===== config.mk =====
export PLATFORM = sky130hd
export DESIGN_NAME = two_of_five_barcode_encoder_top
export DESIGN_NICKNAME = d
export VERILOG_FILES = /design/src/rtl/c25enc_pkg.sv /design/src/rtl/two_of_five_barcode_encoder_top.sv
export SDC_FILE = /design/constraint.sdc
export NUM_CORES = 1
export LEC_CHECK = 0
export BUFFER_PORTS_ARGS = -buffer_cell sky130_fd_sc_hd__buf_2
export CELL_PAD_IN_SITES_DETAIL_PLACEMENT = 2
export CELL_PAD_IN_SITES_GLOBAL_PLACEMENT = 2
export CORE_UTILIZATION = 50
export DETAILED_ROUTE_END_ITERATION = 8
export PLACE_DENSITY = 0.84
export RECOVER_POWER = 50
export SYNTH_ARGS = -nofsm -noshare
export SYNTH_HDL_FRONTEND = slang
export SYNTH_SLANG_ARGS = --single-unit

===== constraint.sdc =====
create_clock -name clk -period 20.4 [get_ports clk]
set_clock_uncertainty 0.2 [all_clocks]
set_input_delay 4.08 -clock clk [delete_from_list [all_inputs] [get_ports clk]]
set_output_delay 4.08 -clock clk [all_outputs]
set_load 0.02 [all_outputs]

===== src/rtl/c25enc_pkg.sv =====
// Shared constants, types and pattern tables of the Code 2 of 5 encoder.
package c25enc_pkg;

  localparam int STORE_DEPTH = 128;
  localparam int ADDR_W      = $clog2(STORE_DEPTH);

  localparam logic [2:0] MODE_MATRIX      = 3'd0;
  localparam logic [2:0] MODE_INDUSTRIAL  = 3'd1;
  localparam logic [2:0] MODE_IATA        = 3'd2;
  localparam logic [2:0] MODE_DATALOGIC   = 3'd3;
  localparam logic [2:0] MODE_INTERLEAVED = 3'd4;
  localparam logic [2:0] MODE_ITF14       = 3'd5;
  localparam logic [2:0] MODE_LEITCODE    = 3'd6;
  localparam logic [2:0] MODE_IDENTCODE   = 3'd7;

  localparam logic [1:0] ST_OK       = 2'd0;
  localparam logic [1:0] ST_TOO_LONG = 2'd1;
  localparam logic [1:0] ST_BAD_CHAR = 2'd2;

  localparam logic REQ_LOAD  = 1'b0;
  localparam logic REQ_FETCH = 1'b1;

  // What kind of word a fetch produces.
  typedef enum logic [1:0] {
    KIND_START = 2'd0,
    KIND_DATA  = 2'd1,
    KIND_STOP  = 2'd2,
    KIND_ERROR = 2'd3
  } kind_t;

  // Where a symbol digit comes from.
  typedef enum logic [1:0] {
    SRC_ZERO  = 2'd0,
    SRC_CHECK = 2'd1,
    SRC_STORE = 2'd2
  } src_t;

  // Fetch held between the input register and the result register.
  typedef struct packed {
    kind_t      kind;
    logic [1:0] status;
    logic [2:0] mode;
    src_t       src0;
    src_t       src1;
    logic [6:0] chk_total;
  } fetch_t;

  // Remainder by ten of a 7-bit value, by reciprocal multiplication.
  function automatic logic [3:0] mod10(input logic [6:0] x);
    logic [14:0] prod;
    logic [3:0]  q;
    logic [6:0]  r;
    prod = 15'(x) * 15'd205;
    q    = prod[14:11];
    r    = x - 7'(q) * 7'd10;
    return r[3:0];
  endfunction

  function automatic logic [7:0] length_limit(input logic [2:0] mode);
    logic [7:0] lim;
    unique case (mode)
      MODE_MATRIX, MODE_DATALOGIC:  lim = 8'd80;
      MODE_INDUSTRIAL, MODE_IATA:   lim = 8'd45;
      MODE_INTERLEAVED:             lim = 8'd89;
      MODE_ITF14, MODE_LEITCODE:    lim = 8'd13;
      default:                      lim = 8'd11;
    endcase
    return lim;
  endfunction

  // Widths are 2-bit codes, first element in the low bits: 00=1, 10=3, 11=4 modules.
  function automatic logic [11:0] matrix_pattern(input logic [3:0] d);
    logic [11:0] p;
    unique case (d)
      4'd0:    p = 12'b00_00_10_10_00_00;
      4'd1:    p = 12'b00_10_00_00_00_10;
      4'd2:    p = 12'b00_10_00_00_10_00;
      4'd3:    p = 12'b00_00_00_00_10_10;
      4'd4:    p = 12'b00_10_00_10_00_00;
      4'd5:    p = 12'b00_00_00_10_00_10;
      4'd6:    p = 12'b00_00_00_10_10_00;
      4'd7:    p = 12'b00_10_10_00_00_00;
      4'd8:    p = 12'b00_00_10_00_00_10;
      4'd9:    p = 12'b00_00_10_00_10_00;
      default: p = 12'd0;
    endcase
    return p;
  endfunction

  function automatic logic [19:0] industrial_pattern(input logic [3:0] d);
    logic [19:0] p;
    unique case (d)
      4'd0:    p = 20'b00_00_00_10_00_10_00_00_00_00;
      4'd1:    p = 20'b00_10_00_00_00_00_00_00_00_10;
      4'd2:    p = 20'b00_10_00_00_00_00_00_10_00_00;
      4'd3:    p = 20'b00_00_00_00_00_00_00_10_00_10;
      4'd4:    p = 20'b00_10_00_00_00_10_00_00_00_00;
      4'd5:    p = 20'b00_00_00_00_00_10_00_00_00_10;
      4'd6:    p = 20'b00_00_00_00_00_10_00_10_00_00;
      4'd7:    p = 20'b00_10_00_10_00_00_00_00_00_00;
      4'd8:    p = 20'b00_00_00_10_00_00_00_00_00_10;
      4'd9:    p = 20'b00_00_00_10_00_00_00_10_00_00;
      default: p = 20'd0;
    endcase
    return p;
  endfunction

  function automatic logic [9:0] interleaved_digit(input logic [3:0] d);
    logic [9:0] p;
    unique case (d)
      4'd0:    p = 10'b00_10_10_00_00;
      4'd1:    p = 10'b10_00_00_00_10;
      4'd2:    p = 10'b10_00_00_10_00;
      4'd3:    p = 10'b00_00_00_10_10;
      4'd4:    p = 10'b10_00_10_00_00;
      4'd5:    p = 10'b00_00_10_00_10;
      4'd6:    p = 10'b00_00_10_10_00;
      4'd7:    p = 10'b10_10_00_00_00;
      4'd8:    p = 10'b00_10_00_00_10;
      4'd9:    p = 10'b00_10_00_10_00;
      default: p = 10'd0;
    endcase
    return p;
  endfunction

  // The first digit sets the bars, the second digit the spaces between them.
  function automatic logic [19:0] interleave_pair(input logic [3:0] d0, input logic [3:0] d1);
    logic [9:0]  bars;
    logic [9:0]  spcs;
    logic [19:0] p;
    bars = interleaved_digit(d0);
    spcs = interleaved_digit(d1);
    for (int j = 0; j < 5; j++) begin
      p[4*j +: 2]     = bars[2*j +: 2];
      p[4*j + 2 +: 2] = spcs[2*j +: 2];
    end
    return p;
  endfunction

  // Source of one symbol digit at position p.
  function automatic src_t digit_source(input logic [7:0] p, input logic [7:0] lead,
                                        input logic [7:0] len, input logic has_chk);
    src_t s;
    if (p < lead) begin
      s = SRC_ZERO;
    end else if (has_chk && (p == len - 8'd1)) begin
      s = SRC_CHECK;
    end else begin
      s = SRC_STORE;
    end
    return s;
  endfunction

endpackage


===== src/rtl/two_of_five_barcode_encoder_top.sv =====
// Code 2 of 5 barcode encoder: digit store, fetch decode and pattern output.
// A fetch passes through the input register and then the result register, which presents
// its result word on the master side. Loads give no result word.
// Loads and fetches alike go at one transfer per cycle while the result side does not stall.
// Reset (rst, synchronous, active high) clears the count, flags, sums, word index and the
// pipeline valid bits, and sets symbology_mode to interleaved. The digit store is not cleared.
module two_of_five_barcode_encoder_top (
  input  logic        clk,
  input  logic        rst,
  // Configuration: symbology_mode write.
  input  logic        cfg_we,
  input  logic [2:0]  cfg_wdata,
  // Request stream.
  input  logic        s_axis_tvalid,
  output logic        s_axis_tready,
  input  logic [7:0]  s_axis_tdata,   // [7:0] char_code
  input  logic        s_axis_tuser,   // [0] req_type
  // Result stream.
  output logic        m_axis_tvalid,
  input  logic        m_axis_tready,
  output logic [23:0] m_axis_tdata,   // [19:0] pattern, [23:20] element_count
  output logic [1:0]  m_axis_tuser,   // [1:0] status
  output logic        m_axis_tlast    // last_word
);

  // Configuration register.
  logic [2:0] mode;

  always_ff @(posedge clk) begin
    if (rst) begin
      mode <= c25enc_pkg::MODE_INTERLEAVED;
    end else if (cfg_we) begin
      mode <= cfg_wdata;
    end
  end

  // Symbol state. The parity sums hold the digit totals of even and odd load positions.
  logic [7:0] char_count;
  logic       overflow;
  logic       bad_char;
  logic [6:0] sum0;
  logic [6:0] sum1;
  logic [6:0] emit_index;

  // Digit store, one write port for loads and two read ports for fetches.
  logic [3:0] digit_store [c25enc_pkg::STORE_DEPTH];
  logic [3:0] rd0;
  logic [3:0] rd1;

  // Input register stage and result register.
  logic                 s1_valid;
  c25enc_pkg::fetch_t   s1;
  logic                 s1_adv;
  logic                 o_valid;
  logic [1:0]           o_status;
  logic [19:0]          o_pattern;
  logic [3:0]           o_count;
  logic                 o_last;

  // Handshake. A fetch moves into the input register when that register is empty or empties
  // into the result register in the same cycle; transfers stall only on result back-pressure.
  logic in_acc;
  logic load_acc;
  logic fetch_acc;

  assign s1_adv        = s1_valid && (!o_valid || m_axis_tready);
  assign s_axis_tready = !s1_valid || s1_adv;
  assign in_acc        = s_axis_tvalid && s_axis_tready;
  assign load_acc      = in_acc && (s_axis_tuser == c25enc_pkg::REQ_LOAD);
  assign fetch_acc     = in_acc && (s_axis_tuser == c25enc_pkg::REQ_FETCH);

  // Load decode: a non-digit is stored as zero and flagged.
  logic       is_digit;
  logic [7:0] char_off;
  logic [3:0] load_digit;
  logic       has_room;
  logic       store_we;

  assign is_digit   = (s_axis_tdata >= 8'd48) && (s_axis_tdata <= 8'd57);
  assign char_off   = s_axis_tdata - 8'd48;
  assign load_digit = is_digit ? char_off[3:0] : 4'd0;
  assign has_room   = ({1'b0, char_count} < 9'(c25enc_pkg::STORE_DEPTH))
                      && (char_count != 8'hFF);
  assign store_we   = load_acc && has_room;

  // Fetch decode. Symbol length, leading zero padding and the number of data words
  // all follow from the current mode and character count.
  logic       narrow;
  logic       has_chk;
  logic       too_long;
  logic [7:0] sym_len;
  logic [7:0] lead;
  logic [7:0] words;
  logic [6:0] item;
  logic [7:0] pos0;
  logic [7:0] pos1;
  logic [7:0] off0;
  logic [7:0] off1;
  logic [6:0] even_sum;
  logic [6:0] odd_sum;
  logic [3:0] even_mod;
  logic [3:0] odd_mod;
  c25enc_pkg::fetch_t s1_next;

  assign narrow   = !mode[2];
  assign has_chk  = mode[2] && (mode[1] || mode[0]);
  assign too_long = overflow || (char_count > c25enc_pkg::length_limit(mode));

  always_comb begin
    unique case (mode)
      c25enc_pkg::MODE_INTERLEAVED:                     sym_len = char_count
                                                                  + {7'd0, char_count[0]};
      c25enc_pkg::MODE_ITF14, c25enc_pkg::MODE_LEITCODE: sym_len = 8'd14;
      c25enc_pkg::MODE_IDENTCODE:                       sym_len = 8'd12;
      default:                                          sym_len = char_count;
    endcase
  end

  assign lead  = sym_len - char_count - {7'd0, has_chk};
  assign words = narrow ? sym_len : {1'b0, sym_len[7:1]};
  assign item  = emit_index - 7'd1;
  assign pos0  = narrow ? {1'b0, item} : {item, 1'b0};
  assign pos1  = {item, 1'b1};
  assign off0  = pos0 - lead;
  assign off1  = pos1 - lead;

  // Check digit weights: the position of a load relative to the end sets its weight.
  assign even_sum = char_count[0] ? sum0 : sum1;
  assign odd_sum  = char_count[0] ? sum1 : sum0;
  assign even_mod = c25enc_pkg::mod10(even_sum);
  assign odd_mod  = c25enc_pkg::mod10(odd_sum);

  always_comb begin
    s1_next.mode   = mode;
    s1_next.status = c25enc_pkg::ST_OK;
    s1_next.src0   = c25enc_pkg::digit_source(pos0, lead, sym_len, has_chk);
    s1_next.src1   = c25enc_pkg::digit_source(pos1, lead, sym_len, has_chk);
    if (mode == c25enc_pkg::MODE_ITF14) begin
      s1_next.chk_total = 7'(even_mod) * 7'd3 + 7'(odd_mod);
    end else begin
      s1_next.chk_total = 7'(even_mod) * 7'd4 + 7'(odd_mod) * 7'd9;
    end
    if (too_long) begin
      s1_next.kind   = c25enc_pkg::KIND_ERROR;
      s1_next.status = c25enc_pkg::ST_TOO_LONG;
    end else if (bad_char) begin
      s1_next.kind   = c25enc_pkg::KIND_ERROR;
      s1_next.status = c25enc_pkg::ST_BAD_CHAR;
    end else if (emit_index == 7'd0) begin
      s1_next.kind = c25enc_pkg::KIND_START;
    end else if ({1'b0, emit_index} <= words) begin
      s1_next.kind = c25enc_pkg::KIND_DATA;
    end else begin
      s1_next.kind = c25enc_pkg::KIND_STOP;
    end
  end

  // A stop or error word ends the symbol and returns the state to its cleared form.
  logic ends_symbol;
  assign ends_symbol = (s1_next.kind == c25enc_pkg::KIND_ERROR)
                       || (s1_next.kind == c25enc_pkg::KIND_STOP);

  always_ff @(posedge clk) begin
    if (rst) begin
      char_count <= 8'd0;
      overflow   <= 1'b0;
      bad_char   <= 1'b0;
      sum0       <= 7'd0;
      sum1       <= 7'd0;
      emit_index <= 7'd0;
    end else if (fetch_acc) begin
      if (ends_symbol) begin
        char_count <= 8'd0;
        overflow   <= 1'b0;
        bad_char   <= 1'b0;
        sum0       <= 7'd0;
        sum1       <= 7'd0;
        emit_index <= 7'd0;
      end else begin
        emit_index <= emit_index + 7'd1;
      end
    end else if (load_acc) begin
      if (!is_digit) begin
        bad_char <= 1'b1;
      end
      if (has_room) begin
        char_count <= char_count + 8'd1;
        if (char_count[0]) begin
          sum1 <= sum1 + {3'd0, load_digit};
        end else begin
          sum0 <= sum0 + {3'd0, load_digit};
        end
      end else begin
        overflow <= 1'b1;
      end
    end
  end

  // Store write and registered reads. Read data only moves with a fetch, so a held
  // fetch keeps its digits while later loads write the store.
  always_ff @(posedge clk) begin
    if (store_we) begin
      digit_store[char_count[c25enc_pkg::ADDR_W-1:0]] <= load_digit;
    end
    if (fetch_acc) begin
      rd0 <= digit_store[off0[c25enc_pkg::ADDR_W-1:0]];
      rd1 <= digit_store[off1[c25enc_pkg::ADDR_W-1:0]];
    end
  end

  always_ff @(posedge clk) begin
    if (rst) begin
      s1_valid <= 1'b0;
    end else if (in_acc) begin
      s1_valid <= fetch_acc;
    end else if (s1_adv) begin
      s1_valid <= 1'b0;
    end
  end

  always_ff @(posedge clk) begin
    if (fetch_acc) begin
      s1 <= s1_next;
    end
  end

  // Result stage: finish the check digit, pick the digits and look up the widths.
  logic [3:0]  chk_rem;
  logic [3:0]  chk_digit;
  logic [3:0]  dig0;
  logic [3:0]  dig1;
  logic [1:0]  res_status;
  logic [19:0] res_pattern;
  logic [3:0]  res_count;
  logic        res_last;

  assign chk_rem   = c25enc_pkg::mod10(s1.chk_total);
  assign chk_digit = (chk_rem == 4'd0) ? 4'd0 : 4'd10 - chk_rem;

  always_comb begin
    unique case (s1.src0)
      c25enc_pkg::SRC_CHECK: dig0 = chk_digit;
      c25enc_pkg::SRC_STORE: dig0 = rd0;
      default:               dig0 = 4'd0;
    endcase
    unique case (s1.src1)
      c25enc_pkg::SRC_CHECK: dig1 = chk_digit;
      c25enc_pkg::SRC_STORE: dig1 = rd1;
      default:               dig1 = 4'd0;
    endcase
  end

  always_comb begin
    res_status  = s1.status;
    res_pattern = 20'd0;
    res_count   = 4'd0;
    res_last    = 1'b0;
    unique case (s1.kind)
      c25enc_pkg::KIND_START: begin
        unique case (s1.mode)
          c25enc_pkg::MODE_MATRIX: begin
            res_pattern = 20'b00_00_00_00_00_11;
            res_count   = 4'd6;
          end
          c25enc_pkg::MODE_INDUSTRIAL: begin
            res_pattern = 20'b00_00_00_10_00_10;
            res_count   = 4'd6;
          end
          default: begin
            res_pattern = 20'd0;
            res_count   = 4'd4;
          end
        endcase
      end
      c25enc_pkg::KIND_DATA: begin
        unique case (s1.mode)
          c25enc_pkg::MODE_MATRIX, c25enc_pkg::MODE_DATALOGIC: begin
            res_pattern = {8'd0, c25enc_pkg::matrix_pattern(dig0)};
            res_count   = 4'd6;
          end
          c25enc_pkg::MODE_INDUSTRIAL, c25enc_pkg::MODE_IATA: begin
            res_pattern = c25enc_pkg::industrial_pattern(dig0);
            res_count   = 4'd10;
          end
          default: begin
            res_pattern = c25enc_pkg::interleave_pair(dig0, dig1);
            res_count   = 4'd10;
          end
        endcase
      end
      c25enc_pkg::KIND_STOP: begin
        res_last = 1'b1;
        unique case (s1.mode)
          c25enc_pkg::MODE_MATRIX: begin
            res_pattern = 20'b00_00_00_00_11;
            res_count   = 4'd5;
          end
          c25enc_pkg::MODE_INDUSTRIAL: begin
            res_pattern = 20'b10_00_00_00_10;
            res_count   = 4'd5;
          end
          default: begin
            res_pattern = 20'b00_00_10;
            res_count   = 4'd3;
          end
        endcase
      end
      default: begin
        res_last = 1'b1;
      end
    endcase
  end

  always_ff @(posedge clk) begin
    if (rst) begin
      o_valid <= 1'b0;
    end else if (s1_adv) begin
      o_valid <= 1'b1;
    end else if (m_axis_tready) begin
      o_valid <= 1'b0;
    end
  end

  always_ff @(posedge clk) begin
    if (s1_adv) begin
      o_status  <= res_status;
      o_pattern <= res_pattern;
      o_count   <= res_count;
      o_last    <= res_last;
    end
  end

  assign m_axis_tvalid = o_valid;
  assign m_axis_tdata  = {o_count, o_pattern};
  assign m_axis_tuser  = o_status;
  assign m_axis_tlast  = o_last;

  // A fetch always lands in the input register.
  a_fetch_lands : assert property (@(posedge clk) disable iff (rst)
    fetch_acc |=> s1_valid)
    else $error("accepted fetch did not reach the input register");

  // Ending a symbol leaves the state cleared.
  a_clear_after_end : assert property (@(posedge clk) disable iff (rst)
    (fetch_acc && ends_symbol) |=> (char_count == 8'd0) && (emit_index == 7'd0)
                                   && !overflow && !bad_char)
    else $error("state not cleared after stop or error word");

  // An error word is a bare last word.
  a_error_word : assert property (@(posedge clk) disable iff (rst)
    (o_valid && (o_status != c25enc_pkg::ST_OK)) |-> o_last && (o_count == 4'd0)
                                                     && (o_pattern == 20'd0))
    else $error("error word carries a pattern");

  // Words never claim more than ten widths.
  a_count_range : assert property (@(posedge clk) disable iff (rst)
    o_valid |-> (o_count <= 4'd10))
    else $error("element count out of range");

endmodule


==> results_dict.tcl, run 1 <==
set metrics [dict create \
    status "finished, violations left" \
    violations "capacitance limit, slew limit" \
    cp_data_required_time_ns 19.92 \
    yosysTopAreaCell "edfxtp_1" \
    final_cells 3072 \
    dp_hpwl_um 69880 \
    peakVddDrop_v 0.00008806 \
    end_kind "flop" \
    cts-root-buf "clkbuf_16" \
    grt-ovfl-total 0 \
    leakage_nw 11.93 \
    hold_violations 0 \
    final_cell_mix "556 x edfxtp_1, 332 x mux4_2, 189 x nor2_1" \
    setup_viol 0 \
    cts_tree "yes" \
    grt_pass1_wl_um 162600 \
    synth_flop_cell "edfxtp_1" \
    ys.warnings.count 0 \
    path_max_fanout 93 \
    synthMuxAreaShare_pct 23.58 \
    route.detailed.drc 0 \
    wl_um 109600 \
    wl_per_cell_um 35.69 \
    yosys.area_share.simple_pct 5.708 \
    grt.total_usage_pct 33.34 \
    comb_power_share_pct 30.4 \
    dr.first_iter.drc_count 2419 \
    synth_top_family_by_area "multiplexers" \
    synth-seq-area-share_pct 52.28 \
    numCtsBuffers 69 \
    ctsResizeCount 0 \
    multi_input_area_um2 15020 \
    cap_violations 11 \
    switching_share_pct 32.07 \
    finalSetupTns_ns 0 \
    internal_power_mw 2.555 \
    cts_hold_buf 0 \
    ios 46 \
    drv_slew 602 \
    cts_buffer_depth 3 \
    pwr-share-clk_pct 33.9 \
    htreeDepth 3 \
    via_per_inst 6.964 \
    finalNetCount 2387 \
    placed_cells 2947 \
    dieArea_um2 67670 \
    synthCells 2127 \
    period_minus_slack_ns 10.99 \
    regArea_um2 17420 \
    ys_ff_latch 592 \
    total_power_mw 3.760 \
    grt_pass1_vias 23117 \
    final_common_cell "edfxtp_1" \
    syn_avg_cell_area_um2 15.66 \
    netlist_area_um2 33320 \
    switchingPower_mw 1.206 \
    synth_fa_ha_area_share_pct 8.968 \
    fp.dieH_um 260.1 \
    start_util_pct 50.58 \
    num_rows 94 \
    tightest_slew_ns 4.960 \
    synth_top_area_share_pct 50.11 \
    firstDrtPassIters 7 \
    antenna_found_initial 3 \
    fp.dieW_um 260.1 \
    fmax_ghz 0.09097 \
    fp.coreArea_um2 65860 \
    synth-compound-area-share_pct 4.263 \
    async_reset_ff_share_pct 0 \
    clk_pin_slew_ns 0.06 \
    port_buffers 36 \
    finalCritPeriodShare_pct 53.88 \
    cp-start-kind "input port" \
    synth-edff-count 556 \
    drive_gt1_share_pct 24.00 \
    critical_path_class "in -> reg" \
    gp_congestion 0.8319 \
    fillCellCount 5720 \
    clk_latency_ns 0.62 \
    layout.core_utilization_pct 55.63 \
    arrival_ns 10.51 \
    ys_top_cells_by_area "edfxtp_1 50%, mux4_2 22%, ha_1 6.7%" \
    clock_sinks 592 \
    synth_xor_area_share_pct 2.144 \
    vias 21394 \
    hold_path.class "reg -> reg" \
    diodes 0 \
    postRouteAntennaNets 0 \
    slew-limit-headroom_pct -230.7 \
    rsz0062_at_grt "false" \
    yosysUniqueCellTypes 85 \
    design_area_um2 36640 \
    seq_power_share_pct 35.7 \
    area_growth_syn_to_layout_pct 9.978 \
    postCtsSetupRepairBufs 0 \
    grt_max_degree 98 \
    placed_cell_area_um2 34450 \
    power_density_nw_per_um2 102.6 \
]
-- sequential cells by signal, summed over array words and instances, names as in the netlist --
name           count
bad_char           1
char_count         8
digit_store      512
emit_index         7
m_axis_tlast       1
m_axis_tuser       2
m_axis_tvalid      1
mode               3
o_count            4
o_pattern         11
overflow           1
rd0                4
rd1                4
res_status         2
s1                16
s1_valid           1
sum0               7
sum1               7
-- per-stage QoR --
step	hold slack (ns)	worst slack (ns)
after floorplan	0.2003	11.67
after global placement	0.2075	11.40
after detailed placement	0.2510	11.30
after CTS	0.2632	11.29
after global routing	0.2679	9.148
final	0.2603	9.407
-- layer usage --
layer	share of wire [%]	GRT usage, %	up-vias
met5	0.039	0	-
met4	4.2	12.65	6
met3	8.3	5.370	272
met2	51	56.80	1294
met1	36	43.07	11340
li1	-	-	8482
-- power by group through the flow --
stage / combinational [mW] / clock [mW] / sequential (mW)
floorplan: 0.800 / 0 / 1.36
global placement: 1.06 / 0 / 1.37
detailed placement: 1.10 / 0 / 1.37
CTS: 1.14 / 1.29 / 1.34
global route: 1.20 / 1.32 / 1.34
finish: 1.14 / 1.27 / 1.34
-- critical path, cell delays in order --
cell and delay, ns:
buf_2 0.11, o21ai_0 0.14, nor4b_1 0.33, clkbuf_1 0.36
and2_0 1.85, clkbuf_1 3.48
-- synthesized netlist by cell type, drive strengths merged (9+ instances only) --
library cell and n:
o21ai 36, xor2 28, inv 131, nor2b 17
nor2 191, dfxtp 36, and2 11, mux2 22
nor3 11, edfxtp 556, fa 38, o21a 12
nand4 10, clkbuf 78, nand2b 11, nand2 81
mux4 332, a21o 16, ha 178, a31oi 9
a21oi 61, mux2i 13, a22oi 15, xnor2 50
buf 42, or3 10, nand3 30
-- final timing paths --
kind	end	startpoint	slack (ns)	cells after the start
max	digit_store[74][2]	s_axis_tdata[1]	9.41	6
min	m_axis_tuser[1]	res_status[1]	0.26	0
min reg2reg	m_axis_tuser[1]	res_status[1]	0.26	0
max reg2reg	rd0[2]	mode[2]	11.78	13
-- cell type report --
type	count	share of cell area (%)
clock buffers	83	4.999
well taps	864	2.950
inverters	131	1.342
flip-flops and latches	592	47.53
clock inverters	42	1.192
multi-input cells	1293	40.98
repair buffers	67	0.9971
-- logic make-up (layout without fill, tap and decap cells) --
group | Yosys count | after routing
simple gates | 410 | 410
flops | 592 | 592
mux | 367 | 367
other cells | 1 | 10
buf+inv | 251 | 323
xor+xnor | 79 | 79
fa+ha+maj | 216 | 216
compound gates | 211 | 211
Power figures use the tool's default switching activity.
==> run 2: changes to the inputs <==
--- a/config.mk
+++ b/config.mk
@@ -8,9 +8,9 @@
 export BUFFER_PORTS_ARGS = -buffer_cell sky130_fd_sc_hd__buf_2
 export CELL_PAD_IN_SITES_DETAIL_PLACEMENT = 2
 export CELL_PAD_IN_SITES_GLOBAL_PLACEMENT = 2
-export CORE_UTILIZATION = 50
+export CORE_UTILIZATION = 44
 export DETAILED_ROUTE_END_ITERATION = 8
-export PLACE_DENSITY = 0.84
+export PLACE_DENSITY = 0.79
 export RECOVER_POWER = 50
 export SYNTH_ARGS = -nofsm -noshare
 export SYNTH_HDL_FRONTEND = slang
==> constraint.sdc (replaced) <==
create_clock -name clk -period 8.9 [get_ports clk]
set_clock_uncertainty 0.2 [all_clocks]
set_input_delay 1.78 -clock clk [delete_from_list [all_inputs] [get_ports clk]]
set_output_delay 1.78 -clock clk [all_outputs]
set_load 0.02 [all_outputs]
==> run 2 against run 1 <==
Compared with the run above: the run still ends with capacitance limit, slew limit left; sequential power grew 130%; utilization shrank 6.7 points; worst setup slack worse by 8.2 ns; power up 120%; global-route usage shrank 6.2 points; die area rose by 14%; largest power group unchanged; highest routed layer is now met4.
==> results_dict.tcl, run 2 (same netlist as run 1, synthesis figures left out) <==
set metrics [dict create \
    fp.dieH_um 277.2 \
    htreeDepth 3 \
    finalNetCount 2383 \
    ios 46 \
    end_kind "flop" \
    grt_use_met3_pct 4.269 \
    status "finished, violations left" \
    largest_reg_flops 512 \
    hold_violations 0 \
    layout.core_utilization_pct 48.98 \
    cp-start-kind "flop" \
    power_density_nw_per_um2 228.4 \
    area_growth_syn_to_layout_pct 9.813 \
    wl_um 102800 \
    clk_pin_slew_ns 0.06 \
    finalSetupTns_ns 0 \
    cts-root-buf "clkbuf_16" \
    cts_buffer_depth 3 \
    dieArea_um2 76820 \
    num_rows 100 \
    dp_hpwl_um 68580 \
    grt_max_degree 105 \
    port_buffers 36 \
    final_cell_mix "556 x edfxtp_1, 332 x mux4_2, 189 x nor2_1" \
    postCtsSetupRepairBufs 0 \
    postRouteAntennaNets 0 \
    placed_cells 3049 \
    tightest_slew_ns 3.701 \
    route.detailed.drc 0 \
    rsz0062_at_grt "false" \
    path_depth 28 \
    hold_path_depth 0 \
    clk_latency_ns 0.62 \
    drv_slew 628 \
    final_cells 3171 \
    timing.rr.end "o_pattern[1]" \
    firstDrtPassIters 7 \
    grt-ovfl-total 0 \
    violations "capacitance limit, slew limit" \
    top_usage_layer "met2" \
    met2_usage_pct 46.95 \
    via_per_inst 6.485 \
    arrival_ns 7.87 \
    grt_pass1_wl_um 153800 \
    peakVddDrop_v 0.0001553 \
    setup_viol 0 \
    met1_usage_pct 35.09 \
    r2r_cells 28 \
    fmax_ghz 0.1295 \
    hold_path.class "reg -> reg" \
    start_util_pct 44.60 \
    wl_per_cell_um 32.42 \
    slew-limit-headroom_pct -146.7 \
    total_power_mw 8.356 \
    cap_violations 12 \
    gp_congestion 0.8508 \
    rrSetupSlack_ns 1.18 \
    fp.coreArea_um2 74700 \
    crit_top_cell "ha_1" \
    antenna_found_initial 1 \
    numCtsBuffers 68 \
    path_max_fanout 5 \
    finalCritPeriodShare_pct 86.79 \
    grt_pass1_vias 22650 \
    max_stage_delay_ns 0.56 \
    drive_gt1_share_pct 23.86 \
    critical_path.top_delay_family "adder cells" \
    vias 20564 \
    leakage_nw 11.86 \
    cts_tree "yes" \
    ctsResizeCount 0 \
    clock_sinks 592 \
    timing.rr.start "s1[4]" \
    hold_start "res_status[0]" \
    grt.total_usage_pct 27.14 \
    critPathBufInv 4 \
    cp_slowest_cell "fa_1" \
    dr.first_iter.drc_count 1957 \
    final_common_cell "edfxtp_1" \
    critical_path_class "reg -> reg" \
    cp_data_required_time_ns 9.05 \
    period_minus_slack_ns 7.724 \
    worstHoldEndpoint "m_axis_tuser[0]" \
    cts_hold_buf 0 \
    fp.dieW_um 277.2 \
]
-- run 2: area by class of cell --
cell class,count,area [um^2]
fillers,6731,38110
flip-flops and latches,592,17420
multi-input cells,1293,15030
clock buffers,88,1829
well taps,969,1212
inverters,131,491.7
repair buffers,64,389.1
clock inverters,32,212.7
diodes,2,5.005
-- run 2: worst max path at each step --
stage / startpoint / end / slack (ns)
2_1_floorplan: char_count[0] / s1[6] / 1.24
3_3_place_gp: char_count[0] / s1[6] / 1.40
3_5_place_dp: char_count[0] / s1[6] / 1.17
4_1_cts: char_count[0] / s1[6] / 1.14
5_1_grt: char_count[0] / s1[6] / 0.62
6_report: s1[4] / o_pattern[1] / 1.18
-- run 2: where the power goes --
part	total [mW]	leakage (nW)	switching (mW)	internal, mW
clock network	2.65	1.00	1.17	1.48
registers	3.07	4.74	0.0186	3.05
logic	2.64	6.12	1.47	1.17
-- run 2: stage by stage --
stage          cell area (um^2)  hold WS [ns]  setup slack [ns]
3_3_place_gp              34610        0.2044             1.405
4_1_cts                   36650        0.2288             1.135
3_5_place_dp              34610        0.2152             1.174
2_1_floorplan             33350        0.2003             1.244
5_1_grt                   36580        0.2486            0.6247
6_report                  36590        0.2241             1.176
-- run 2: worst reg2reg max path: cells and delay by family, from the launching register on --
family,cells,cell delay (ns)
buf+inv,4,0.29
xor+xnor,2,0.55
simple gates,6,1.53
fa+ha+maj,8,2.78
compound gates,8,1.65
flops,1,0.47
-- run 2: metal layers --
layer / vias to the layer above / share of wire (%)
met3: 210 / 6.5
met2: 879 / 51
li1: 8464 / -
met1: 11011 / 39
met5: - / 0
met4: 0 / 3.4
